**config.mk**
```make
export PLATFORM = sky130hd
export DESIGN_NAME = http_request_tokenizer_flat
export DESIGN_NICKNAME = d
export VERILOG_FILES = /design/src/rtl/core/htok_pkg.sv /design/src/rtl/core/htok_in_if.sv /design/src/rtl/core/htok_out_if.sv /design/src/rtl/core/htok_in_stage.sv /design/src/rtl/core/htok_parser.sv /design/src/rtl/core/htok_out_stage.sv /design/src/rtl/core/http_request_tokenizer.sv /design/src/flat_wrapper.sv
export SDC_FILE = /design/constraint.sdc
export NUM_CORES = 1
export LEC_CHECK = 0
export BUFFER_PORTS_ARGS = -buffer_cell sky130_fd_sc_hd__buf_2
export CAP_MARGIN = 0
export CORE_ASPECT_RATIO = 0.5
export CORE_MARGIN = 10
export CORE_UTILIZATION = 28
export DETAILED_ROUTE_END_ITERATION = 10
export RECOVER_POWER = 50
export SETUP_SLACK_MARGIN = 0.2
export SYNTH_ARGS = -nofsm -noshare
export SYNTH_HDL_FRONTEND = slang
export SYNTH_HIERARCHICAL = 1
export SYNTH_SLANG_ARGS = --single-unit
```
**constraint.sdc**
```tcl
create_clock -name clk_i -period 4.2 [get_ports clk_i]
set_clock_uncertainty 0.2 [all_clocks]
set_input_delay 0.42 -clock clk_i [delete_from_list [all_inputs] [get_ports clk_i]]
set_output_delay 0.42 -clock clk_i [all_outputs]
set_load 0.05 [all_outputs]
```
**src/rtl/core/htok_pkg.sv**
```systemverilog
// package for the http request tokenizer
// field kinds, status codes, parse phases and the result item type; no dependencies
`timescale 1ns / 1ps
`default_nettype none

package htok_pkg;

  // default header limit
  localparam int unsigned MaxHeadersDef = 16;

  // delimiter bytes
  localparam logic [7:0] ChCr    = 8'd13;
  localparam logic [7:0] ChSp    = 8'd32;
  localparam logic [7:0] ChColon = 8'd58;

  typedef enum logic [2:0] {
    KindMethod  = 3'd0,
    KindPath    = 3'd1,
    KindVersion = 3'd2,
    KindName    = 3'd3,
    KindValue   = 3'd4,
    KindBody    = 3'd5,
    KindDone    = 3'd6
  } kind_e;

  typedef enum logic [2:0] {
    StatOk        = 3'd0,
    StatNoSpace   = 3'd1,
    StatNoColon   = 3'd2,
    StatTooMany   = 3'd3,
    StatEarlyEnd  = 3'd4
  } status_e;

  typedef enum logic [3:0] {
    PhMethod  = 4'd0,
    PhPath    = 4'd1,
    PhVersion = 4'd2,
    PhLfLine  = 4'd3,
    PhName    = 4'd4,
    PhSkipSep = 4'd5,
    PhValue   = 4'd6,
    PhDiscard = 4'd7,
    PhLfBody  = 4'd8,
    PhBody    = 4'd9
  } phase_e;

  // one result item
  typedef struct packed {
    logic [2:0] field_kind;
    logic [7:0] out_byte;
    logic       byte_valid;
    logic       field_end;
    logic [3:0] header_index;
    logic [4:0] header_total;
    logic [2:0] parse_status;
    logic       request_end;
  } result_t;

endpackage

`default_nettype wire

```
**src/rtl/core/htok_in_if.sv**
```systemverilog
// input channel of the tokenizer: one request byte per item
// no dependencies
`timescale 1ns / 1ps
`default_nettype none

interface htok_in_if;
  logic       valid;
  logic       ready;
  logic [7:0] data_byte;
  logic       end_of_buffer;

  modport source (output valid, output data_byte, output end_of_buffer, input ready);
  modport sink   (input valid, input data_byte, input end_of_buffer, output ready);
endinterface

`default_nettype wire

```
**src/rtl/core/htok_out_if.sv**
```systemverilog
// output channel of the tokenizer: one tagged result per item
// no dependencies
`timescale 1ns / 1ps
`default_nettype none

interface htok_out_if;
  logic       valid;
  logic       ready;
  logic [2:0] field_kind;
  logic [7:0] out_byte;
  logic       byte_valid;
  logic       field_end;
  logic [3:0] header_index;
  logic [4:0] header_total;
  logic [2:0] parse_status;
  logic       request_end;

  modport source (output valid, output field_kind, output out_byte, output byte_valid,
                  output field_end, output header_index, output header_total,
                  output parse_status, output request_end, input ready);
  modport sink   (input valid, input field_kind, input out_byte, input byte_valid,
                  input field_end, input header_index, input header_total,
                  input parse_status, input request_end, output ready);
endinterface

`default_nettype wire

```
**src/rtl/core/htok_in_stage.sv**
```systemverilog
// input register of the tokenizer
// depends on htok_in_if
`timescale 1ns / 1ps
`default_nettype none

module htok_in_stage (
  input  wire        clk_i,
  input  wire        rst_ni,
  htok_in_if.sink    in_i,
  input  wire        advance_i,
  output logic       valid_o,
  output logic [7:0] data_o,
  output logic       eob_o
);

  logic       valid_q;
  logic [7:0] data_q;
  logic       eob_q;

  // take a new item when empty or when the held one moves on
  assign in_i.ready = !valid_q || advance_i;

  always_ff @(posedge clk_i or negedge rst_ni) begin
    if (!rst_ni) begin
      valid_q <= 1'b0;
    end else if (in_i.ready) begin
      valid_q <= in_i.valid;
    end
  end

  always_ff @(posedge clk_i) begin
    if (in_i.ready && in_i.valid) begin
      data_q <= in_i.data_byte;
      eob_q  <= in_i.end_of_buffer;
    end
  end

  assign valid_o = valid_q;
  assign data_o  = data_q;
  assign eob_o   = eob_q;

endmodule

`default_nettype wire

```
**src/rtl/core/htok_parser.sv**
```systemverilog
// parse state and per-byte tagging logic of the tokenizer
// depends on htok_pkg
`timescale 1ns / 1ps
`default_nettype none

module htok_parser #(
  parameter int unsigned MaxHeaders = htok_pkg::MaxHeadersDef
) (
  input  wire               clk_i,
  input  wire               rst_ni,
  input  wire               step_i,
  input  wire  [7:0]        data_i,
  input  wire               eob_i,
  output logic              emit_o,
  output htok_pkg::result_t result_o
);
  import htok_pkg::*;

  localparam int unsigned CntW = $clog2(MaxHeaders + 1);
  localparam logic [CntW-1:0] CntMax = CntW'(MaxHeaders);

  phase_e        phase_q, phase_d;
  logic [CntW-1:0] hdr_q, hdr_d;
  logic [2:0]    stat_q, stat_d;
  logic          start_q, start_d;

  logic          emit, valid, fend, is_cr, is_sp, is_colon;
  logic [2:0]    kind;
  phase_e        phase_n;
  logic [CntW-1:0] hdr_n;
  logic [2:0]    stat_n;
  logic          start_n;

  assign is_cr    = (data_i == ChCr);
  assign is_sp    = (data_i == ChSp);
  assign is_colon = (data_i == ChColon);

  // per-byte phase logic
  always_comb begin
    emit    = 1'b0;
    valid   = 1'b0;
    fend    = 1'b0;
    kind    = KindMethod;
    phase_n = phase_q;
    hdr_n   = hdr_q;
    stat_n  = stat_q;
    start_n = start_q;
    unique case (phase_q)
      PhMethod: begin
        emit    = 1'b1;
        start_n = 1'b0;
        if (is_cr && start_q) begin
          kind = KindDone; fend = 1'b1; phase_n = PhLfBody;
        end else if (is_cr) begin
          if (stat_q == StatOk) stat_n = StatNoSpace;
          fend = 1'b1; phase_n = PhLfLine;
        end else if (is_sp) begin
          fend = 1'b1; phase_n = PhPath;
        end else begin
          valid = 1'b1;
        end
      end
      PhPath: begin
        kind = KindPath; emit = 1'b1;
        if (is_cr) begin
          if (stat_q == StatOk) stat_n = StatNoSpace;
          fend = 1'b1; phase_n = PhLfLine;
        end else if (is_sp) begin
          fend = 1'b1; phase_n = PhVersion;
        end else begin
          valid = 1'b1;
        end
      end
      PhVersion: begin
        kind = KindVersion; emit = 1'b1;
        if (is_cr) begin
          fend = 1'b1; phase_n = PhLfLine;
        end else begin
          valid = 1'b1;
        end
      end
      PhLfLine: begin
        phase_n = PhName;
        start_n = 1'b1;
      end
      PhName: begin
        start_n = 1'b0;
        if (start_q && is_cr) begin
          kind = KindDone; emit = 1'b1; fend = 1'b1; phase_n = PhLfBody;
        end else if (start_q && hdr_q >= CntMax) begin
          if (stat_q == StatOk) stat_n = StatTooMany;
          phase_n = PhDiscard;
        end else begin
          kind = KindName; emit = 1'b1;
          if (is_colon) begin
            fend = 1'b1; phase_n = PhSkipSep;
          end else if (is_cr) begin
            if (stat_q == StatOk) stat_n = StatNoColon;
            fend = 1'b1; phase_n = PhLfLine;
          end else begin
            valid = 1'b1;
          end
        end
      end
      PhSkipSep: begin
        if (is_cr) begin
          kind = KindValue; emit = 1'b1; fend = 1'b1;
          hdr_n = hdr_q + 1'b1; phase_n = PhLfLine;
        end else begin
          phase_n = PhValue;
        end
      end
      PhValue: begin
        kind = KindValue; emit = 1'b1;
        if (is_cr) begin
          fend = 1'b1; hdr_n = hdr_q + 1'b1; phase_n = PhLfLine;
        end else begin
          valid = 1'b1;
        end
      end
      PhDiscard: begin
        if (is_cr) phase_n = PhLfLine;
      end
      PhLfBody: begin
        phase_n = PhBody;
      end
      default: begin
        kind = KindBody; emit = 1'b1; valid = 1'b1;
        phase_n = PhBody;
      end
    endcase

    // end of request: flag early end, close the field or emit a filler
    if (eob_i) begin
      if (phase_n != PhBody && phase_n != PhLfBody && stat_n == StatOk) begin
        stat_n = StatEarlyEnd;
      end
      if (emit) begin
        fend = 1'b1;
      end else begin
        emit = 1'b1; kind = KindMethod; valid = 1'b0; fend = 1'b0;
      end
    end
  end

  // result fields
  always_comb begin
    result_o.field_kind   = kind;
    result_o.out_byte     = valid ? data_i : 8'd0;
    result_o.byte_valid   = valid;
    result_o.field_end    = fend;
    result_o.header_index = 4'(hdr_q);
    result_o.header_total = 5'(hdr_n);
    result_o.parse_status = stat_n;
    result_o.request_end  = eob_i;
  end
  assign emit_o = emit;

  // next state, back to reset after the last byte
  always_comb begin
    phase_d = phase_q;
    hdr_d   = hdr_q;
    stat_d  = stat_q;
    start_d = start_q;
    if (step_i) begin
      if (eob_i) begin
        phase_d = PhMethod;
        hdr_d   = '0;
        stat_d  = StatOk;
        start_d = 1'b1;
      end else begin
        phase_d = phase_n;
        hdr_d   = hdr_n;
        stat_d  = stat_n;
        start_d = start_n;
      end
    end
  end

  always_ff @(posedge clk_i or negedge rst_ni) begin
    if (!rst_ni) begin
      phase_q <= PhMethod;
      hdr_q   <= '0;
      stat_q  <= StatOk;
      start_q <= 1'b1;
    end else begin
      phase_q <= phase_d;
      hdr_q   <= hdr_d;
      stat_q  <= stat_d;
      start_q <= start_d;
    end
  end

endmodule

`default_nettype wire

```
**src/rtl/core/htok_out_stage.sv**
```systemverilog
// result register of the tokenizer
// depends on htok_pkg and htok_out_if
`timescale 1ns / 1ps
`default_nettype none

module htok_out_stage (
  input  wire               clk_i,
  input  wire               rst_ni,
  input  wire               load_i,
  input  wire htok_pkg::result_t result_i,
  output logic              free_o,
  htok_out_if.source        out_o
);
  import htok_pkg::*;

  logic    valid_q;
  result_t res_q;

  // slot can be written when empty or drained this cycle
  assign free_o = !valid_q || out_o.ready;

  always_ff @(posedge clk_i or negedge rst_ni) begin
    if (!rst_ni) begin
      valid_q <= 1'b0;
    end else if (free_o) begin
      valid_q <= load_i;
    end
  end

  always_ff @(posedge clk_i) begin
    if (free_o && load_i) begin
      res_q <= result_i;
    end
  end

  assign out_o.valid        = valid_q;
  assign out_o.field_kind   = res_q.field_kind;
  assign out_o.out_byte     = res_q.out_byte;
  assign out_o.byte_valid   = res_q.byte_valid;
  assign out_o.field_end    = res_q.field_end;
  assign out_o.header_index = res_q.header_index;
  assign out_o.header_total = res_q.header_total;
  assign out_o.parse_status = res_q.parse_status;
  assign out_o.request_end  = res_q.request_end;

endmodule

`default_nettype wire

```
**src/rtl/core/http_request_tokenizer.sv**
```systemverilog
// channel  dir  modport  payload
// in_i     in   sink     data_byte[8], end_of_buffer[1]
// out_o    out  source   field_kind[3], out_byte[8], byte_valid, field_end,
//                        header_index[4], header_total[5], parse_status[3], request_end
//
// one byte per cycle sustained while out_o is not stalled; a byte is held in the input register and
// its result is loaded into the result register when the parser steps on it, and is then on out_o.
// bytes that give no result (lf, skipped separator, dropped header) load nothing into the result register.
// reset (rst_ni low, asynchronous) returns the parser to the start of a request.
// a stalled output holds the parser and the input register, so in_i.ready drops.
// top level of the http request tokenizer; depends on htok_pkg, htok_in_if, htok_out_if,
// htok_in_stage, htok_parser and htok_out_stage
`timescale 1ns / 1ps
`default_nettype none

module http_request_tokenizer #(
  parameter int unsigned MaxHeaders = htok_pkg::MaxHeadersDef
) (
  input  wire        clk_i,
  input  wire        rst_ni,
  htok_in_if.sink    in_i,
  htok_out_if.source out_o
);
  import htok_pkg::*;

  logic       s1_valid, s1_eob, step, emit, out_free;
  logic [7:0] s1_data;
  result_t    result;

  // held byte is parsed once the result slot can take it
  assign step = s1_valid && out_free;

  htok_in_stage u_in (
    .clk_i     (clk_i),
    .rst_ni    (rst_ni),
    .in_i      (in_i),
    .advance_i (step),
    .valid_o   (s1_valid),
    .data_o    (s1_data),
    .eob_o     (s1_eob)
  );

  htok_parser #(.MaxHeaders(MaxHeaders)) u_parser (
    .clk_i    (clk_i),
    .rst_ni   (rst_ni),
    .step_i   (step),
    .data_i   (s1_data),
    .eob_i    (s1_eob),
    .emit_o   (emit),
    .result_o (result)
  );

  htok_out_stage u_out (
    .clk_i    (clk_i),
    .rst_ni   (rst_ni),
    .load_i   (step && emit),
    .result_i (result),
    .free_o   (out_free),
    .out_o    (out_o)
  );

endmodule

`default_nettype wire
```
**src/flat_wrapper.sv**
```systemverilog
// flat-port wrapper written by rule: the top's interface ports become plain ports
module http_request_tokenizer_flat import htok_pkg::*;
#(
  parameter int unsigned MaxHeaders = htok_pkg::MaxHeadersDef
)
  (clk_i, rst_ni, in_i_valid, in_i_data_byte, in_i_end_of_buffer, in_i_ready, out_o_valid, out_o_field_kind, out_o_out_byte, out_o_byte_valid, out_o_field_end, out_o_header_index, out_o_header_total, out_o_parse_status, out_o_request_end, out_o_ready);
  htok_in_if in_i_i ();
  htok_out_if out_o_i ();
  input  wire clk_i;
  input  wire rst_ni;
  input wire logic [$bits(in_i_i.valid)-1:0] in_i_valid;
  input wire logic [$bits(in_i_i.data_byte)-1:0] in_i_data_byte;
  input wire logic [$bits(in_i_i.end_of_buffer)-1:0] in_i_end_of_buffer;
  output wire logic [$bits(in_i_i.ready)-1:0] in_i_ready;
  output wire logic [$bits(out_o_i.valid)-1:0] out_o_valid;
  output wire logic [$bits(out_o_i.field_kind)-1:0] out_o_field_kind;
  output wire logic [$bits(out_o_i.out_byte)-1:0] out_o_out_byte;
  output wire logic [$bits(out_o_i.byte_valid)-1:0] out_o_byte_valid;
  output wire logic [$bits(out_o_i.field_end)-1:0] out_o_field_end;
  output wire logic [$bits(out_o_i.header_index)-1:0] out_o_header_index;
  output wire logic [$bits(out_o_i.header_total)-1:0] out_o_header_total;
  output wire logic [$bits(out_o_i.parse_status)-1:0] out_o_parse_status;
  output wire logic [$bits(out_o_i.request_end)-1:0] out_o_request_end;
  input wire logic [$bits(out_o_i.ready)-1:0] out_o_ready;
  assign in_i_i.valid = in_i_valid;
  assign in_i_i.data_byte = in_i_data_byte;
  assign in_i_i.end_of_buffer = in_i_end_of_buffer;
  assign in_i_ready = in_i_i.ready;
  assign out_o_valid = out_o_i.valid;
  assign out_o_field_kind = out_o_i.field_kind;
  assign out_o_out_byte = out_o_i.out_byte;
  assign out_o_byte_valid = out_o_i.byte_valid;
  assign out_o_field_end = out_o_i.field_end;
  assign out_o_header_index = out_o_i.header_index;
  assign out_o_header_total = out_o_i.header_total;
  assign out_o_parse_status = out_o_i.parse_status;
  assign out_o_request_end = out_o_i.request_end;
  assign out_o_i.ready = out_o_ready;
  http_request_tokenizer #(.MaxHeaders(MaxHeaders)) u_core (.clk_i(clk_i), .rst_ni(rst_ni), .in_i(in_i_i), .out_o(out_o_i));
endmodule
```
Yosys cells after proc, flatten, opt, wreduce, memory -nomap -nowiden
Cells that the tools add are included.

$add $sub $neg: 1. Multiply operators: 0. Divide/modulo/power cells: 0. Order comparisons: 1. Equal/unequal tests: 13. Shifts and indexed selects: 0. Multiplexer cells: 61. Bitwise operators: 0. Reduce and logical (&&, ||, !) cells: 24.

Operator list (number): $mux W3 (18); $mux W4 (10); $pmux W4 S6 (1); $mux W1 (22); $pmux W3 S7 (1); $eq A4 B3 Y1 const B (4); $eq A8 B6 Y1 const B (2); $mux W5 (3); $pmux W3 S3 (1); $reduce_or A3 Y1 (3); $eq A4 B2 Y1 const B (2); $eq A8 B4 Y1 const B (1); $logic_and A1 B1 Y1 (8); $ne A4 B4 Y1 const B (2); $logic_not A3 Y1 (2); $reduce_or A2 Y1 (3); $add A5 B1 Y5 const B (1); $ge A5 B5 Y1 const B (1); $pmux W1 S5 (1); $eq A4 B1 Y1 const B (1); $eq A4 B4 Y1 const B (1); $logic_not A4 Y1 (1); $pmux W1 S4 (1); $reduce_or A4 Y1 (1); 7 further kinds (9).

Register bits after elaboration: 50. Bits in latches: 0. Memory bits (writable): 0. Bits in read-only memories: 0. Bits of input ports: 13. Output and inout bits: 28. Logic and storage cells: 116. Memories: 0.

Depth between registers and ports, before layout
Gate-level depths: netlist (run 1).

Depth after elaboration: 12. Gate-level depth with buffers: 7. Gate-level depth less buffers: 6.

Modules after synthesis
Netlist (run 1), hierarchy kept.

Modules (own cells, without submodules): htok_parser (instances 1, cells each 176, area an instance 1370.1 um2, seq. area each 326.6 um2); htok_out_stage (instances 1, cells each 30, area an instance 834.6 um2, seq. area each 805.8 um2); htok_in_stage (instances 1, cells each 13, area an instance 324.1 um2, seq. area each 295.3 um2); http_request_tokenizer (instances 1, cells each 2, area an instance 12.5 um2, seq. area each 0.0 um2).

Least setup slack after synthesis (run 1)
Ideal clock, no wire load.

Path type: register to register. Start point: register u_core.u_in.data_q[1] (netlist: u_core/u_in/data_o[1]). End point: register u_core.u_out.res_q (netlist bit u_core/u_out/out_o.header_total[4]) (data pin). Setup time: 0.260 ns. Arrival time: 2.210 ns. Data required time: 3.740 ns. Path slack: 1.530 ns. Cell stages (with the launch flop): 7. Buffers on the path: 2. Clock period less this slack: 2.670 ns. Path through: edfxtp_1 -> or4_4 -> buf_6 -> or4_1 -> buf_2 -> or3_4 -> xnor2_1.

RTL lines: from (decl) (line htok_in_stage.sv:17) `logic [7:0] data_q;`; from (signal assigned) (line htok_in_stage.sv:33) `data_q <= in_i.data_byte;`; to (signal assigned) (line htok_out_stage.sv:32) `res_q <= result_i;`; to (decl) (line htok_out_stage.sv:17) `result_t res_q;`.

Worst setup path in the final report (run 1)
Start point: register u_core.u_in.data_q[1] (netlist: u_core/u_in/data_o[1]). End point: register u_core.u_out.res_q (netlist bit u_core/u_out/out_o.field_end) (enable).

Word-level cells in the longest chain between the ends: 7. Elaborated cells on any way between the ends: 8. Those cells by class: eq/ne: 1; mux: 4; reduce/logical: 3.

Ends and longest elaborated chain: $eq A8 B4 Y1 (*) (line htok_parser.sv:34) `assign is_cr = (data_i == ChCr);`; $logic_and A1 B1 Y1 (line htok_parser.sv:88) `if (start_q && is_cr) begin`; $mux W1 (line htok_parser.sv:88); $pmux W1 S3 (*) (line htok_parser.sv:48) `unique case (phase_q)`; $mux W1 (*) (line htok_parser.sv:134) `if (eob_i) begin`; via u_core.emit (line http_request_tokenizer.sv:26) `logic s1_valid, s1_eob, step, emit, out_free;`; $logic_and A1 B1 Y1 (*) (line http_request_tokenizer.sv:56) `.load_i (step && emit),`; $logic_and A1 B1 Y1 (*) (line htok_out_stage.sv:31) `if (free_o && load_i) begin`.

Mark *: on every way through the listed nets, which the timed path passes. The rest lies on a longest branch. A chain may end at the register's enable or synchronous reset.

==> results of run 1 <==
timing repair:
| action | 4_1_cts | 5_1_grt |
|---|---|---|
| hold buffers | 1 | 0 |
| hold endpoints to repair | 14 | 0 |
| setup buffers | 0 | 0 |
cells in the mapped netlist (5+ instances only):
library cell / number
a21boi_0: 11
a21oi_1: 8
buf_4: 7
clkbuf_1: 8
dfrtp_1: 14
edfxtp_1: 35
inv_1: 5
nand2_1: 15
nand2b_1: 7
nand3_1: 7
nor2_1: 11
nor3_1: 5
nor4_1: 5
o21ai_0: 11
state kept, by name (all words and copies together), names as in the netlist, 3 cells and up:
name,count
u_core/u_out/out_o.out_byte,8
u_core/u_parser/stat_q,3
u_core/u_out/out_o.header_index,4
u_core/u_out/out_o.header_total,5
u_core/u_parser/hdr_q,5
u_core/u_parser/phase_q,4
u_core/u_in/data_o,8
u_core/u_out/out_o.parse_status,3
u_core/u_out/out_o.field_kind,3
final timing paths:
check	to	slack (ps)
worst max register to register	u_core/u_out/out_o.field_end$_DFFE_PP_	1130
max in group asynchronous	u_core/u_out/out_o.valid$_DFFE_PN0P_	2640
worst min register to register	u_core/u_out/out_o.header_index[1]$_DFFE_PP_	350
min in group asynchronous	u_core/u_parser/hdr_q[1]$_DFFE_PN0P_	590
worst min-delay path	u_core/u_in/data_o[4]$_DFFE_PP_	110
worst max-delay path	u_core/u_out/out_o.field_end$_DFFE_PP_	1130
stage by stage:
stage               utilization [%]  worst slack, ps  area (um2)  std cells  power (mW)
floorplan                         -             1530        2541        221      0.9796
global placement              31.81             1274        2789        360       1.081
detailed placement            31.81             1194        2789        360       1.080
CTS                           34.19             1159        2998        369       1.610
global route                  33.62            985.2        2948        369       1.651
finish                        33.62             1133        2948        369       1.583
layout by cell type, fill, tap and decap left out, types with 3 or more instances in the layout:
cell type and instances:
a21boi_0 11, a21oi_1 8, a31oi_1 4, a41oi_1 3
buf_2 12, clkbuf_1 28, clkbuf_16 5, dfrtp_1 14
edfxtp_1 35, inv_1 5, nand2_1 15, nand2b_1 8
nand3_1 7, nor2_1 11, nor3_1 5, nor4_1 5
o211ai_1 3, o21ai_0 11, xnor2_1 4
area by class of cell:
| class | count | area [um2] |
|---|---|---|
| Clock buffer | 6 | 138.9 |
| Multi-Input combinational cell | 147 | 973.4 |
| Tap cell | 117 | 146.4 |
| Sequential cell | 50 | 1428 |
| Fill cell | 908 | 5821 |
| Inverter | 5 | 18.77 |
| Timing Repair Buffer | 42 | 182.7 |
| Clock inverter | 2 | 60.06 |
routing by layer:
metal  vias up  share of wire (%)  global-route usage (%)
met5         -                  0                       0
met4         0               0.55                   2.302
met3         2                7.4                   2.465
met2        83                 44                   13.10
met1       907                 48                   12.03
li1        912                  -                       -
cells by family after synthesis:
logic type	Yosys count	synth area share [%]
mux	2	0.8370
simple gates	73	16.99
xor+xnor	5	1.723
fa+ha+maj	1	0.4923
buf+inv	24	4.924
flops	50	56.18
compound gates	66	18.86
power by group through the flow:
stage / logic [mW] / clock network (mW) / registers, mW
finish: 0.373 / 0.527 / 0.684
global route: 0.400 / 0.558 / 0.693
CTS: 0.389 / 0.539 / 0.682
floorplan: 0.192 / 0 / 0.788
global placement: 0.389 / 0 / 0.692
detailed placement: 0.388 / 0 / 0.693
critical path: cells and delay by family, from the launching register on:
kind	cells	cell delay, ps
AO/OA/AOI/OAI	1	250
AND/OR/NAND/NOR	5	1850
flip-flops	1	420
==> results.md, run 1 <==
* Vias at 1904
* Largest net degree at the start of global routing at 27
* Status: complete, no violations
* CTS resizes at 0
* Clock Sinks at 50
* Post-Synthesis Cells at 221
* Worst-case reg-to-reg path depth at 6
* Worst-Skew Late Latency at 280 ps
* Hold path depth at 1
* DR DRC count at 0
* Antenna violations before repair at 0
* Initial DRT Pass Iterations at 5
* Core area at 0.008768 mm2
* Synth unique cells at 62
* Ys Warns at 6
* Row count at 24
* Clock transition at path regs at 60 ps
* Pwr dens at 537.1 mW/mm2
* Fin nets at 265
* Top cell type's share of synthesized area at 41.36%
* # IOs at 41
* Crit path launch type: flop
* Ys async rst share at 30.00%
* Slowest cell on crit path: or4_4
* RSZ-0062 raised after global routing: no
* Worst Setup End Kind: flop
* Gpl congestion at 0.8577
* Critical path cell sequence: or4_4 -> nor2_1 -> o32ai_1 -> nand2_1 -> and3_1 -> and2_4
* Area Overhead vs Synth at 16.00%
* Mapped Area at 0.002541 mm2
* Switch share at 33.39%
* Gr ovfl total at 0
* Hpwl dp at 4470 um
* Die height at 87.37 um
* Buffers on Ports at 40
* Final wirelength at 6169 um
* Initial Util at 28.98%
* DRT iter0 DRCs at 188
* Slew Limit Fails at 0
* Die Wd at 154.7 um
* Clock power share at 33.3%
* Worst hold margin at 111.2 ps
* Vias per inst at 5.160
* Syn nets at 235
* Primary FF master, synth: edfxtp_1
* # setup viols final at 0
* Synth Register Bits at 50
* CP peak stage delay at 640 ps
* First-pass GRT wire length at 9570 um
* Die area at 0.01352 mm2
* CP required at 3950 ps
* Setup Total Neg Slack at 0 ps
* CTS Buffer Depth at 2
* WL per Instance at 16.72 um
* DRT antenna net count at 0
* Crit path max fanout at 26
* Hold WC Path Type: input pin to flop
* Crit Path Class: flop to flop
* Total Routing Usage GR at 8.746%
* Min-delay src: in_i_data_byte[4]
* Psw at 528.6 uW
* Post-synth EDFFs at 35
* Internal at 1.055 mW
* Least-Margin Pin Slew at 932.4 ps
* Root buf cell: clkbuf_16
* Leakage at 1.037 nW
* Syn Area/Cell at 11.50 um2
* Vias in the first global route at 1731
* Seq pwr share at 43.2%
* Fmax at 326.0 MHz
* H-tree depth at 2
* Crit. Startpoint: u_core/u_in/data_o[1]$_DFFE_PP_
* Number of diodes at 0
* Reg2reg start: u_core/u_in/data_o[1]$_DFFE_PP_
* Min Tclk post-route at 3067 ps
* Slew HR at 37.84%
* Share of layout cells above drive strength 1 at 11.51%
* CTS tree: done
* Final period utilization at 73.03%
* Comb pwr share at 23.5%
* Synth area leader: edfxtp_1
* Largest cells by area after synthesis: edfxtp_1, dfrtp_1, a21boi_0, nand2_1, o21ai_0
* Worst Path Arrival at 2810 ps
* Cts bufs inserted at 5
* Final hold viol count at 0
* Post-synthesis sequential area ratio at 56.18%
* # Max-Cap Violations at 0
* Maximum vdd ir drop at 0.0002049 V
Note: power is estimated with default switching activity, not from simulation.
==> run 2: changes to the inputs <==
==> constraint.sdc (replaced) <==
create_clock -name clk_i -period 3.05 [get_ports clk_i]
set_clock_uncertainty 0.2 [all_clocks]
set_input_delay 0.305 -clock clk_i [delete_from_list [all_inputs] [get_ports clk_i]]
set_output_delay 0.305 -clock clk_i [all_outputs]
set_load 0.05 [all_outputs]
==> run 2 against run 1 <==
Net effect: non-clock buffer count up 11; sequential share of layout area down 1.0 points; combinational power up 40%; clock power up 16%; setup slack worse by 830 ps; via count up 2.6%; first-iteration DRC count down 27%; largest power group unchanged; highest routed layer unchanged.
==> results.md, run 2 (same netlist as run 1, synthesis figures left out) <==
* Worst reg2reg setup slack at 300 ps
* Clock transition at path regs at 60 ps
* Psw at 715.9 uW
* Commonest non-fill, non-tap cells in the layout: edfxtp_1, clkbuf_1, nand2_1
* Slew HR at 40.15%
* Hold path depth at 1
* Largest net degree at the start of global routing at 27
* Status: complete, no violations
* Slew Limit Fails at 0
* Die height at 87.37 um
* Critical path cell sequence: or4_4 -> or4_1 -> or3_4 -> xnor2_1
* Clock power share at 29.5%
* WL per Instance at 15.90 um
* Clock Sinks at 50
* Delay-heaviest family, CP: simple AND/OR/NAND/NOR gates
* Post-CTS setup buffers at 0
* Leakage at 1.067 nW
* Worst hold margin at 4.490 ps
* Worst-case reg-to-reg path depth at 4
* Min Tclk post-route at 2746 ps
* Top sig layer: met4
* Worst-Skew Late Latency at 280 ps
* Crit path launch type: flop
* Fmax at 364.2 MHz
* CTS Hold Buffers Added at 5
* Placement Setup Slack at 319.6 ps
* Met1 Wirelength at 2933 um
* Final worst slack at 303.9 ps
* CTS resizes at 0
* CP peak stage delay at 690 ps
* First-pass GRT wire length at 9770 um
* CTS Buffer Depth at 2
* Die area at 0.01352 mm2
* Post-DP Area at 0.002826 mm2
* # setup viols final at 0
* Hpwl dp at 4541 um
* Worst Path Arrival at 2580 ps
* Gr ovfl total at 0
* Least-Margin Pin Slew at 897.7 ps
* Seq pwr share at 45.2%
* Setup Total Neg Slack at 0 ps
* Worst Setup End Kind: flop
* Cts bufs inserted at 5
* Antenna violations before repair at 0
* Row count at 24
* Vias per inst at 5.142
* DRT iter0 DRCs at 138
* DR WL met2 at 2630 um
* Internal at 1.355 mW
* Final period utilization at 90.03%
* Vias at 1954
* Slowest cell on crit path: or4_1
* DR DRC count at 0
* Leading cell type in the layout, fill and taps excluded: edfxtp_1
* DRT antenna net count at 0
* RSZ-0062 raised after global routing: no
* Vias in the first global route at 1850
* Hold endpoint: u_core/u_in/data_o[2]$_DFFE_PP_
* Pwr dens at 687.5 mW/mm2
* Met3 Routed Length at 392 um
* # Max-Cap Violations at 0
* CP required at 2880 ps
* Maximum vdd ir drop at 0.0002699 V
* Buffers on Ports at 40
* CTS tree: done
* Final hold viol count at 0
* Initial DRT Pass Iterations at 4
* Fin nets at 276
* Core area at 0.008768 mm2
* Initial Util at 28.98%
* Die Wd at 154.7 um
* Hold WC Path Type: input pin to flop
* Final wirelength at 6042 um
* Reg2reg end: u_core/u_out/out_o.header_total[4]$_DFFE_PP_
* # IOs at 41
* Number of diodes at 0
* Post-Route Utilization at 34.36%
* Crit path max fanout at 10
* CP bufs+invs at 0
* Crit Path Class: flop to flop
* Comb pwr share at 25.3%
* Total Routing Usage GR at 8.847%
* Switch share at 34.56%
* Reg2reg start: u_core/u_in/data_o[1]$_DFFE_PP_
* Design Area, Final at 0.003013 mm2
* Min-delay src: in_i_data_byte[2]
* Root buf cell: clkbuf_16
* Area Overhead vs Synth at 18.56%
* Gpl congestion at 0.9787
* H-tree depth at 2
* Share of layout cells above drive strength 1 at 12.55%
==> run 2: area by class of cell <==
type | count | area, um2
clock buffers | 6 | 128.9
clock inverters | 2 | 37.54
fillers | 892 | 5756
inverters | 5 | 18.77
multi-input cells | 147 | 973.4
flip-flops and latches | 50 | 1428
well taps | 117 | 146.4
repair buffers | 53 | 280.3
==> run 2: worst max path at each step <==
stage	startpoint	end	slack (ps)	depth (start not counted)
4_1_cts	u_core/u_in/data_o[1]$_DFFE_PP_	u_core/u_out/out_o.header_total[4]$_DFFE_PP_	320	4
3_3_place_gp	u_core/u_in/data_o[1]$_DFFE_PP_	u_core/u_out/out_o.header_total[4]$_DFFE_PP_	350	4
3_5_place_dp	u_core/u_in/data_o[1]$_DFFE_PP_	u_core/u_out/out_o.header_total[4]$_DFFE_PP_	320	4
6_report	u_core/u_in/data_o[1]$_DFFE_PP_	u_core/u_out/out_o.header_total[4]$_DFFE_PP_	300	4
5_1_grt	u_core/u_in/data_o[1]$_DFFE_PP_	u_core/u_out/out_o.header_total[4]$_DFFE_PP_	230	4
2_1_floorplan	u_core/u_in/data_o[1]$_DFFE_PP_	u_core/u_out/out_o.header_total[4]$_DFFE_PP_	380	6
==> run 2: metal layers <==
metal,GRT usage (%),up-vias
met2,13.41,90
met1,11.88,921
met4,3.069,0
met3,2.367,8
li1,-,935
met5,0,-
==> run 2: worst reg2reg max path, cell delays in order (launching register included) <==
cell	delay, ps
edfxtp_1	420
or4_4	630
or4_1	690
or3_4	430
xnor2_1	130
==> run 2: power groups by stage <==
| stage | Clock [mW] | Sequential, mW | Combinational [mW] |
|---|---|---|---|
| 6_report | 0.612 | 0.936 | 0.523 |
| 5_1_grt | 0.660 | 0.950 | 0.569 |
| 4_1_cts | 0.632 | 0.934 | 0.547 |
| 3_5_place_dp | 0 | 0.948 | 0.542 |
| 3_3_place_gp | 0 | 0.944 | 0.533 |
| 2_1_floorplan | 0 | 1.08 | 0.264 |
==> run 2: metrics by stage <==
stage | std cells | power (mW)
2_1_floorplan | 221 | 1.349
3_3_place_gp | 365 | 1.476
3_5_place_dp | 365 | 1.489
4_1_cts | 378 | 2.113
5_1_grt | 380 | 2.179
6_report | 380 | 2.071
